===== config.mk =====
export PLATFORM = sky130hd
export DESIGN_NAME = pme_seq
export DESIGN_NICKNAME = d
export VERILOG_FILES = /design/src/sv/pme_pkg.sv /design/src/sv/pme_seq.sv
export SDC_FILE = /design/constraint.sdc
export NUM_CORES = 1
export LEC_CHECK = 0
export ABC_AREA = 1
export BUFFER_PORTS_ARGS = -buffer_cell sky130_fd_sc_hd__buf_2
export CAP_MARGIN = 20
export CORE_MARGIN = 2
export CORE_UTILIZATION = 60
export CTS_BUF_LIST = sky130_fd_sc_hd__clkbuf_4 sky130_fd_sc_hd__clkbuf_8
export DETAILED_ROUTE_END_ITERATION = 8
export GPL_ROUTABILITY_DRIVEN = 0
export PLACE_DENSITY = 0.89
export SETUP_SLACK_MARGIN = 0.3
export SYNTH_ARGS = -nofsm -noshare
export SYNTH_HDL_FRONTEND = slang
export SYNTH_SLANG_ARGS = --single-unit

===== constraint.sdc =====
create_clock -name clock -period 6.4 [get_ports clock]
set_input_delay 0.32 -clock clock [delete_from_list [all_inputs] [get_ports clock]]
set_output_delay 0.32 -clock clock [all_outputs]
set_load 0.01 [all_outputs]

===== src/sv/pme_pkg.sv =====
// ----------------------------------------------------------------------------
// pme_pkg
// Shared widths, operation codes and bundle types of the permutation mutation
// engine.
// ----------------------------------------------------------------------------
package pme_pkg;

   localparam int unsigned VAL_W      = 10;
   localparam int unsigned POS_W      = 10;
   localparam int unsigned OP_W       = 3;
   localparam int unsigned LEN_W      = 3;
   localparam int unsigned NUM_POS    = 5;
   localparam int unsigned REQ_DATA_W = 64;
   localparam int unsigned RSP_DATA_W = 16;

   typedef logic [VAL_W-1:0] val_type;
   typedef logic [POS_W-1:0] pos_type;
   typedef logic [OP_W-1:0]  op_type;
   typedef logic [LEN_W-1:0] len_type;

   localparam op_type OP_WRITE   = 3'd0;
   localparam op_type OP_READ    = 3'd1;
   localparam op_type OP_SWAP    = 3'd2;
   localparam op_type OP_INSERT  = 3'd3;
   localparam op_type OP_REVERSE = 3'd4;
   localparam op_type OP_ROTATE  = 3'd5;

   localparam len_type LEN_MIN = 3'd2;

   typedef struct packed {
      op_type  op;
      val_type value;
      pos_type pos_a;
      pos_type pos_b;
      pos_type pos_c;
      pos_type pos_d;
      pos_type pos_e;
      len_type cycle_len;
   } req_type;

   typedef struct packed {
      val_type read_value;
      logic    bad_request;
   } rsp_type;

   // One write port and two read ports of the element store.
   typedef struct packed {
      logic    we;
      pos_type waddr;
      val_type wdata;
      logic    rea;
      pos_type raddr_a;
      logic    reb;
      pos_type raddr_b;
   } mem_req_type;

endpackage


===== src/sv/pme_seq.sv =====
// ----------------------------------------------------------------------------
// pme_seq
// Operation sequencer: decodes a request, walks the store with read and
// write-back steps, and holds the response until the output stage takes it.
// ----------------------------------------------------------------------------
module pme_seq #(
   parameter int unsigned TOUR_SIZE = 1024,
   parameter int unsigned MAX_CYCLE = 5
) (
   input  logic                 clock,
   input  logic                 reset,
   input  logic                 req_valid,
   output logic                 req_ready,
   input  pme_pkg::req_type     req,
   output logic                 res_valid,
   input  logic                 res_ready,
   output pme_pkg::rsp_type     res,
   output pme_pkg::mem_req_type mem_req,
   input  pme_pkg::val_type     rdata_a,
   input  pme_pkg::val_type     rdata_b
);
   import pme_pkg::*;

   localparam logic [3:0] S_IDLE      = 4'd0;
   localparam logic [3:0] S_WRITE     = 4'd1;
   localparam logic [3:0] S_READ      = 4'd2;
   localparam logic [3:0] S_READ_DATA = 4'd3;
   localparam logic [3:0] S_ROT_START = 4'd4;
   localparam logic [3:0] S_ROT_WRITE = 4'd5;
   localparam logic [3:0] S_ROT_READ  = 4'd6;
   localparam logic [3:0] S_ROT_LAST  = 4'd7;
   localparam logic [3:0] S_INS_FIRST = 4'd8;
   localparam logic [3:0] S_INS_RUN   = 4'd9;
   localparam logic [3:0] S_INS_LAST  = 4'd10;
   localparam logic [3:0] S_REV_READ  = 4'd11;
   localparam logic [3:0] S_REV_W1    = 4'd12;
   localparam logic [3:0] S_REV_W2    = 4'd13;
   localparam logic [3:0] S_RESP      = 4'd14;

   localparam logic [16:0] TOUR_LIM = 17'(TOUR_SIZE);
   localparam len_type     MAX_LEN  = LEN_W'(MAX_CYCLE);

   logic [3:0] state_ff, state_in;
   pos_type    pos_ff [MAX_CYCLE];
   pos_type    pos_in [MAX_CYCLE];
   val_type    value_ff, value_in;
   len_type    rem_ff, rem_in;
   pos_type    lo_ff, lo_in;
   pos_type    hi_ff, hi_in;
   logic       up_ff, up_in;
   rsp_type    res_ff, res_in;

   pos_type              pos_arr [NUM_POS];
   logic [NUM_POS-1:0]   pos_ok;
   pos_type              ins_next;
   pos_type              ins_next2;

   assign pos_arr[0] = req.pos_a;
   assign pos_arr[1] = req.pos_b;
   assign pos_arr[2] = req.pos_c;
   assign pos_arr[3] = req.pos_d;
   assign pos_arr[4] = req.pos_e;

   always_comb begin
      for (int i = 0; i < NUM_POS; i++) begin
         pos_ok[i] = (17'(pos_arr[i]) < TOUR_LIM);
      end
   end

   // Insert walks one position a step toward the target.
   assign ins_next  = up_ff ? lo_ff + 10'd1 : lo_ff - 10'd1;
   assign ins_next2 = up_ff ? ins_next + 10'd1 : ins_next - 10'd1;

   always_comb begin
      pos_type p_min;
      pos_type p_max;
      logic    rot_bad;
      state_in = state_ff;
      value_in = value_ff;
      rem_in   = rem_ff;
      lo_in    = lo_ff;
      hi_in    = hi_ff;
      up_in    = up_ff;
      res_in   = res_ff;
      for (int i = 0; i < MAX_CYCLE; i++) begin
         pos_in[i] = pos_ff[i];
      end
      mem_req   = '0;
      req_ready = 1'b0;
      p_min     = (req.pos_a < req.pos_b) ? req.pos_a : req.pos_b;
      p_max     = (req.pos_a < req.pos_b) ? req.pos_b : req.pos_a;
      rot_bad   = (req.cycle_len < LEN_MIN) || (req.cycle_len > MAX_LEN);
      for (int i = 0; i < MAX_CYCLE; i++) begin
         if ((LEN_W'(i) < req.cycle_len) && !pos_ok[i]) begin
            rot_bad = 1'b1;
         end
      end

      unique case (state_ff)
         S_IDLE: begin
            req_ready = 1'b1;
            if (req_valid) begin
               for (int i = 0; i < MAX_CYCLE; i++) begin
                  pos_in[i] = pos_arr[i];
               end
               value_in = req.value;
               res_in   = '0;
               state_in = S_RESP;
               case (req.op)
                  OP_WRITE: begin
                     if (pos_ok[0]) state_in = S_WRITE;
                     else res_in.bad_request = 1'b1;
                  end
                  OP_READ: begin
                     if (pos_ok[0]) state_in = S_READ;
                     else res_in.bad_request = 1'b1;
                  end
                  OP_SWAP: begin
                     // A swap is a rotation over two positions.
                     rem_in = LEN_W'(1);
                     if (pos_ok[0] && pos_ok[1]) state_in = S_ROT_START;
                     else res_in.bad_request = 1'b1;
                  end
                  OP_INSERT: begin
                     lo_in = req.pos_a;
                     hi_in = req.pos_b;
                     up_in = req.pos_a < req.pos_b;
                     if (!(pos_ok[0] && pos_ok[1])) begin
                        res_in.bad_request = 1'b1;
                     end else if (req.pos_a != req.pos_b) begin
                        state_in = S_INS_FIRST;
                     end
                  end
                  OP_REVERSE: begin
                     lo_in = p_min;
                     hi_in = p_max - 10'd1;
                     if (!(pos_ok[0] && pos_ok[1])) begin
                        res_in.bad_request = 1'b1;
                     end else if ({1'b0, p_max} > ({1'b0, p_min} + 11'd1)) begin
                        state_in = S_REV_READ;
                     end
                  end
                  OP_ROTATE: begin
                     rem_in = req.cycle_len - LEN_W'(1);
                     if (rot_bad) res_in.bad_request = 1'b1;
                     else state_in = S_ROT_START;
                  end
                  default: begin
                     res_in.bad_request = 1'b1;
                  end
               endcase
            end
         end
         S_WRITE: begin
            mem_req.we    = 1'b1;
            mem_req.waddr = pos_ff[0];
            mem_req.wdata = value_ff;
            state_in      = S_RESP;
         end
         S_READ: begin
            mem_req.rea     = 1'b1;
            mem_req.raddr_a = pos_ff[0];
            state_in        = S_READ_DATA;
         end
         S_READ_DATA: begin
            res_in.read_value = rdata_a;
            state_in          = S_RESP;
         end
         S_ROT_START: begin
            // Port B keeps the first element until the final write.
            mem_req.rea     = 1'b1;
            mem_req.raddr_a = pos_ff[1];
            mem_req.reb     = 1'b1;
            mem_req.raddr_b = pos_ff[0];
            state_in        = S_ROT_WRITE;
         end
         S_ROT_WRITE: begin
            mem_req.we    = 1'b1;
            mem_req.waddr = pos_ff[0];
            mem_req.wdata = rdata_a;
            for (int i = 0; i < MAX_CYCLE - 1; i++) begin
               pos_in[i] = pos_ff[i+1];
            end
            rem_in   = rem_ff - LEN_W'(1);
            state_in = (rem_ff == LEN_W'(1)) ? S_ROT_LAST : S_ROT_READ;
         end
         S_ROT_READ: begin
            mem_req.rea     = 1'b1;
            mem_req.raddr_a = pos_ff[1];
            state_in        = S_ROT_WRITE;
         end
         S_ROT_LAST: begin
            mem_req.we    = 1'b1;
            mem_req.waddr = pos_ff[0];
            mem_req.wdata = rdata_b;
            state_in      = S_RESP;
         end
         S_INS_FIRST: begin
            mem_req.reb     = 1'b1;
            mem_req.raddr_b = lo_ff;
            mem_req.rea     = 1'b1;
            mem_req.raddr_a = ins_next;
            state_in        = S_INS_RUN;
         end
         S_INS_RUN: begin
            // Shift one element; the read runs two positions ahead of the write.
            mem_req.we    = 1'b1;
            mem_req.waddr = lo_ff;
            mem_req.wdata = rdata_a;
            lo_in         = ins_next;
            if (ins_next == hi_ff) begin
               state_in = S_INS_LAST;
            end else begin
               mem_req.rea     = 1'b1;
               mem_req.raddr_a = ins_next2;
            end
         end
         S_INS_LAST: begin
            mem_req.we    = 1'b1;
            mem_req.waddr = hi_ff;
            mem_req.wdata = rdata_b;
            state_in      = S_RESP;
         end
         S_REV_READ: begin
            mem_req.rea     = 1'b1;
            mem_req.raddr_a = lo_ff;
            mem_req.reb     = 1'b1;
            mem_req.raddr_b = hi_ff;
            state_in        = S_REV_W1;
         end
         S_REV_W1: begin
            mem_req.we    = 1'b1;
            mem_req.waddr = lo_ff;
            mem_req.wdata = rdata_b;
            state_in      = S_REV_W2;
         end
         S_REV_W2: begin
            mem_req.we    = 1'b1;
            mem_req.waddr = hi_ff;
            mem_req.wdata = rdata_a;
            lo_in         = lo_ff + 10'd1;
            hi_in         = hi_ff - 10'd1;
            if ({1'b0, hi_ff} > ({1'b0, lo_ff} + 11'd2)) begin
               mem_req.rea     = 1'b1;
               mem_req.raddr_a = lo_ff + 10'd1;
               mem_req.reb     = 1'b1;
               mem_req.raddr_b = hi_ff - 10'd1;
               state_in        = S_REV_W1;
            end else begin
               state_in = S_RESP;
            end
         end
         S_RESP: begin
            if (res_ready) state_in = S_IDLE;
         end
         default: begin
            state_in = S_IDLE;
         end
      endcase
   end

   always_ff @(posedge clock) begin
      if (reset) begin
         state_ff <= S_IDLE;
      end else begin
         state_ff <= state_in;
      end
      for (int i = 0; i < MAX_CYCLE; i++) begin
         pos_ff[i] <= pos_in[i];
      end
      value_ff <= value_in;
      rem_ff   <= rem_in;
      lo_ff    <= lo_in;
      hi_ff    <= hi_in;
      up_ff    <= up_in;
      res_ff   <= res_in;
   end

   assign res_valid = (state_ff == S_RESP);
   assign res       = res_ff;

   a_port_a_overlap: assert property (@(posedge clock) disable iff (reset)
      mem_req.we && mem_req.rea |-> mem_req.waddr != mem_req.raddr_a)
      else $error("write and port A read hit the same entry");

   a_port_b_overlap: assert property (@(posedge clock) disable iff (reset)
      mem_req.we && mem_req.reb |-> mem_req.waddr != mem_req.raddr_b)
      else $error("write and port B read hit the same entry");

   a_quiet_store: assert property (@(posedge clock) disable iff (reset)
      (state_ff == S_IDLE || state_ff == S_RESP) |-> !mem_req.we)
      else $error("store written outside an operation");

   a_bad_clean: assert property (@(posedge clock) disable iff (reset)
      res_valid && res.bad_request |-> res.read_value == '0)
      else $error("refused request carries read data");

   a_rot_count: assert property (@(posedge clock) disable iff (reset)
      state_ff == S_ROT_WRITE |-> rem_ff != '0)
      else $error("rotation step count ran out");

endmodule


# Yosys cells after proc, flatten, opt, wreduce, memory -nomap -nowiden

Memory sizes are Yosys's and may differ from the RTL's.
Index checks and enable logic that the tools add are counted.

Memories: 1
RAM bits: 50
Bits in registers: 49
Output and inout port bits: 56

Equality and inequality tests: 27
Reductions and logical operators: 17
Add/subtract/negate cells: 10
Muxes and demuxes: 36
Order comparisons: 5

Memories:

| memory | depth | bits a word | rd ports | clocked after Yosys merged registers in | write ports | RTL line      | RTL |
|---|---|---|---|---|---|---|---|
| pos_ff | 5     | 10          | 5        | 0                                       | 5           | pme_seq.sv:44 | `pos_type pos_ff [MAX_CYCLE];` |

Operators with widths:

| cell                                                                 | count |
|---|---|
| 21-bit one-hot mux with 7 select lines                               | 1 |
| 10-bit one-hot mux with 2 select lines                               | 4 |
| 40-bit one-hot mux with 2 select lines                               | 1 |
| 10-bit two-way mux                                                   | 7 |
| 11-bit one-hot mux with 6 select lines                               | 1 |
| 50-bit two-way mux                                                   | 1 |
| 11-bit one-hot mux with 4 select lines                               | 1 |
| 4-bit one-hot mux with 11 select lines                               | 1 |
| 10-bit by 1-bit subtractor with 10-bit output, second input constant | 4 |
| 10-bit one-hot mux with 3 select lines                               | 1 |
| 4-bit == test, second input constant                                 | 7 |
| 4-bit one-hot mux with 6 select lines                                | 1 |
| 10-bit by 11-bit greater-than comparator with 1-bit output           | 2 |
| 11-bit two-way mux                                                   | 2 |
| 22-bit two-way mux                                                   | 1 |
| 10-bit by 1-bit adder with 10-bit output, second input constant      | 2 |
| 4-bit by 3-bit == test with 1-bit output, second input constant      | 4 |
| 4-bit two-way mux                                                    | 4 |
| 3-bit AND reduction                                                  | 5 |
| 3-bit one-hot mux with 2 select lines                                | 2 |
| 10-bit by 1-bit adder with 11-bit output, second input constant      | 1 |
| 10-bit by 2-bit adder with 11-bit output, second input constant      | 1 |
| 10-bit == test                                                       | 1 |
| 10-bit less-than comparator                                          | 1 |
| 25 further kinds                                                     | 39 |

# Longest topological paths before layout

Depth in word-level cells: 8
Mapped depth: 29
Mapped depth without buffers: 28

# Worst setup path before layout

Ideal clock, no wire load.

Path type: reg-to-reg
Start point: register state_ff[0] (netlist name)
End point: memory pos_ff[0][0] (netlist bit) (enable)
Path slack: 2780 ps
Required time: 6002 ps
Buffers on the path: 1
Cell stages (with the launch flop): 9
Data arrival time: 3222 ps
Cell sequence: dfxtp_1 -> clkbuf_1 -> nor2_1 -> inv_1 -> nor2_1 -> inv_1 -> nor2_1 -> inv_1 -> nand2_1

RTL lines:

| what             | RTL line |
|---|---|
| end: declaration | pme_seq.sv:44 |

==> metrics.md <==
| Metric | Value |
|---|---|
| Final Max Slew Viols | `0` |
| Syn Inst Count | `1097` |
| #FFs+latches synth | `99` |
| DRT iter0 DRCs | `1342` |
| CP endpoint kind | `primary output` |
| Wire per inst | `17.44 um` |
| Post-synth top flop | `edfxtp_1` |
| Netlist Area Pre-Place | `0.008160 mm^2` |
| P_sw | `1.856 mW` |
| RSZ-0062 raised after global routing | `no` |
| DR pass1 iterations | `6` |
| Required time worst endpoint | `6.08 ns` |
| Port Buffer Count | `145` |
| Clk slew on worst S/H paths | `0.11 ns` |
| Ys Warns | `0` |
| Rel. slew slack | `0.3114` |
| CTS root buffer | `clkbuf_8` |
| Syn nets | `1229` |
| Fmax | `209.5 MHz` |
| Detailed Route WL | `24.48 mm` |
| Logic pwr share | `0.549` |
| Pwr per Cell Area | `409.7 mW/mm^2` |
| Number of hold buffers added after CTS | `0` |
| CTS tree | `built` |
| Status | `finished clean` |
| Final #Nets | `1354` |
| GRT Util Overall | `0.3360` |
| # DRC | `0` |
| Vias per std cell | `6.071` |
| Initial antenna violation count | `0` |
| CP Class | `reg -> out` |
| Setup violations, final | `0` |
| N_diodes | `0` |
| Sw Share | `0.4906` |
| Post-DP HPWL | `18.69 mm` |
| P_int | `1.927 mW` |
| Starting Density | `0.6162` |
| CP max FO | `11` |
| Worst-Margin Slew | `1.029 ns` |
| Setup WS post-layout | `1.628 ns` |
| Sequential-to-total area share from yosys stat | `0.3594` |
| Mean Syn Cell Area | `7.439 um^2` |
| Post-route antenna net violation count | `0` |
| CTS Sinks | `99` |
| Maximum VDD drop | `0.0001895 V` |
| Pre-CTS setup slack | `2.315 ns` |
| Post-CTS Setup Bufs | `0` |
| First-pass GRT wire length | `38.21 mm` |
| Num ports | `146` |
| Via count | `8518` |
| Final period util | `0.7457` |
| Setup tns final | `0 ns` |
| Fin crit period | `4.772 ns` |
| Final Hold Violating Endpoints | `0` |
| FP Rows | `42` |
| Synth-to-Final Area Change | `13.16%` |
| Die Height | `120.6 um` |
| Worst skew pair latency | `0.38 ns` |
| DIE AREA | `0.01455 mm^2` |
| Cts bufs inserted | `9` |
| Yosys cell types | `50` |
| Max Cap Viol | `0` |
| Clock Tree Buf Depth | `2` |
| Number of global-route vias before repair | `7707` |
| Critical Path AT | `4.45 ns` |
| Post-synth ARST share | `0` |
| Clock network power share | `0.127` |
| Core Box Area | `0.01324 mm^2` |
| Largest net degree at the start of global routing | `67` |
| Total congestion overflow | `0` |
| CTS H-tree lvls | `3` |
| Worst hold path type | `in -> reg` |
| Startpoint Class | `flip-flop` |
| Post_cts resized | `0` |
| Post-synth EDFFs | `95` |
| Sequential power share | `0.323` |
| Share of layout cells above drive strength 1 | `0.1703` |
| DIE WIDTH | `120.6 um` |
| Worst Skew | `0.01425 ns` |
| Lkg Pwr | `4.185 nW` |
[worst max-delay path: stages (launching register included)]
cell	delay, ns
edfxtp_1	0.55
ha_1	0.29
nand2_2	0.10
nor2_4	0.16
nand3_2	0.10
nor2_2	0.15
nand2_1	0.08
xor2_1	0.16
ha_1	0.31
a21boi_0	0.19
nor2_1	0.06
nor2_1	0.63
clkinv_1	0.55
o21ai_0	0.45
o21bai_1	0.16
buf_2	0.14
[per-layer routing]
layer | routed length, um | part of all wire | global-route usage
met4 | 975 | 0.040 | 0.1265
met3 | 3172 | 0.13 | 0.07972
met5 | 0 | 0 | 0
met2 | 11120 | 0.45 | 0.5403
met1 | 9211 | 0.38 | 0.4413
[Yosys cell counts, types with 5 or more instances]
cell type | number | area share
a21oi_1 | 45 | 0.028
a221oi_1 | 6 | 0.0064
buf_1 | 5 | 0.0023
buf_2 | 6 | 0.0037
clkbuf_1 | 22 | 0.010
clkinv_1 | 5 | 0.0023
edfxtp_1 | 95 | 0.35
ha_1 | 42 | 0.064
inv_1 | 127 | 0.058
inv_2 | 5 | 0.0023
nand2_1 | 301 | 0.14
nand2_2 | 11 | 0.0084
nand3_1 | 46 | 0.028
nand4_1 | 22 | 0.017
nor2_1 | 92 | 0.042
nor2_2 | 7 | 0.0054
nor3_1 | 8 | 0.0049
o2111ai_1 | 9 | 0.0097
o211ai_1 | 17 | 0.016
o21ai_0 | 81 | 0.050
o21ai_1 | 9 | 0.0055
o21bai_1 | 7 | 0.0064
o221ai_1 | 15 | 0.016
o22ai_1 | 9 | 0.0069
o31ai_1 | 12 | 0.011
xnor2_1 | 8 | 0.0086
xor2_1 | 35 | 0.038
[layout make-up]
type	instances	area, um^2
repair buffers	152	778.2
flip-flops and latches	99	2933
clock inverters	7	121.4
multi-input cells	823	4543
well taps	176	220.2
fillers	1116	4009
clock buffers	9	123.9
inverters	137	514.2
[power by group through the flow]
stage / clock [mW] / combinational, mW / sequential (mW)
2_1_floorplan: 0 / 1.41 / 1.15
3_3_place_gp: 0 / 1.98 / 1.21
3_5_place_dp: 0 / 2.01 / 1.22
4_1_cts: 0.482 / 2.02 / 1.21
5_1_grt: 0.505 / 2.26 / 1.24
6_report: 0.481 / 2.08 / 1.22
[per-stage QoR]
step | utilization | cell area [um^2] | total power [mW] | cells | hold WS [ns]
5_1_grt | 0.6973 | 9234 | 4.008 | 1403 | 0.08556
3_3_place_gp | 0.6788 | 8989 | 3.190 | 1387 | 0.4964
2_1_floorplan | - | 8160 | 2.557 | 1097 | 0.3891
3_5_place_dp | 0.6788 | 8989 | 3.232 | 1387 | 0.4984
6_report | 0.6973 | 9234 | 3.783 | 1403 | 0.1086
4_1_cts | 0.6973 | 9234 | 3.709 | 1403 | 0.09792
[sequential cells by signal, summed over array words and instances (netlist names)]
signal and flops:
pos_ff 50, rem_ff 3, up_ff 1, state_ff 4
lo_ff 10, value_ff 10, res 11, hi_ff 10
[cell usage in the layout, fill, tap and decap left out, drive strengths merged]
cell type | Yosys | routed
a211oi | 4 | 4
a21boi | 2 | 2
a21o | 1 | 1
a21oi | 46 | 46
a221o | 1 | 1
a221oi | 6 | 6
a31oi | 1 | 1
and3 | 1 | 1
buf | 16 | 152
bufinv | 0 | 2
clkbuf | 22 | 9
clkinv | 5 | 7
dfxtp | 4 | 4
edfxtp | 95 | 95
ha | 42 | 42
inv | 132 | 135
nand2 | 312 | 312
nand3 | 51 | 51
nand3b | 4 | 4
nand4 | 22 | 22
nor2 | 101 | 101
nor3 | 10 | 10
nor3b | 1 | 1
nor4 | 4 | 4
nor4b | 1 | 1
o2111ai | 9 | 9
o211ai | 17 | 17
o21a | 4 | 4
o21ai | 94 | 94
o21bai | 7 | 7
o221ai | 15 | 15
o22ai | 9 | 9
o311ai | 1 | 1
o31ai | 12 | 12
o41ai | 1 | 1
or2 | 1 | 1
xnor2 | 8 | 8
xor2 | 35 | 35
[cells by family (layout without fill, tap and decap cells)]
group                      after synthesis  in the layout  synth area share
adders and majority gates               42             42           0.06440
DFF                                     99             99            0.3594
xor gates and xnor gates                43             43           0.04615
AOI/OAI and AO/OA                      230            230            0.1756
buffers and inverters                  175            305           0.08510
and+or+nand+nor                        508            508            0.2694
[path summary, 6_finish.rpt]
check / from / endpoint / slack (ns) / depth (start not counted)
max: lo_ff[1] / mem_req[18] / 1.63 / 15
min: req[6] / pos_ff[0][43] / 0.11 / 1
max reg2reg: lo_ff[0] / state_ff[3] / 2.86 / 13
min reg2reg: pos_ff[0][24] / pos_ff[0][14] / 0.53 / 2
No activity file was read; power rests on OpenSTA's default activity.
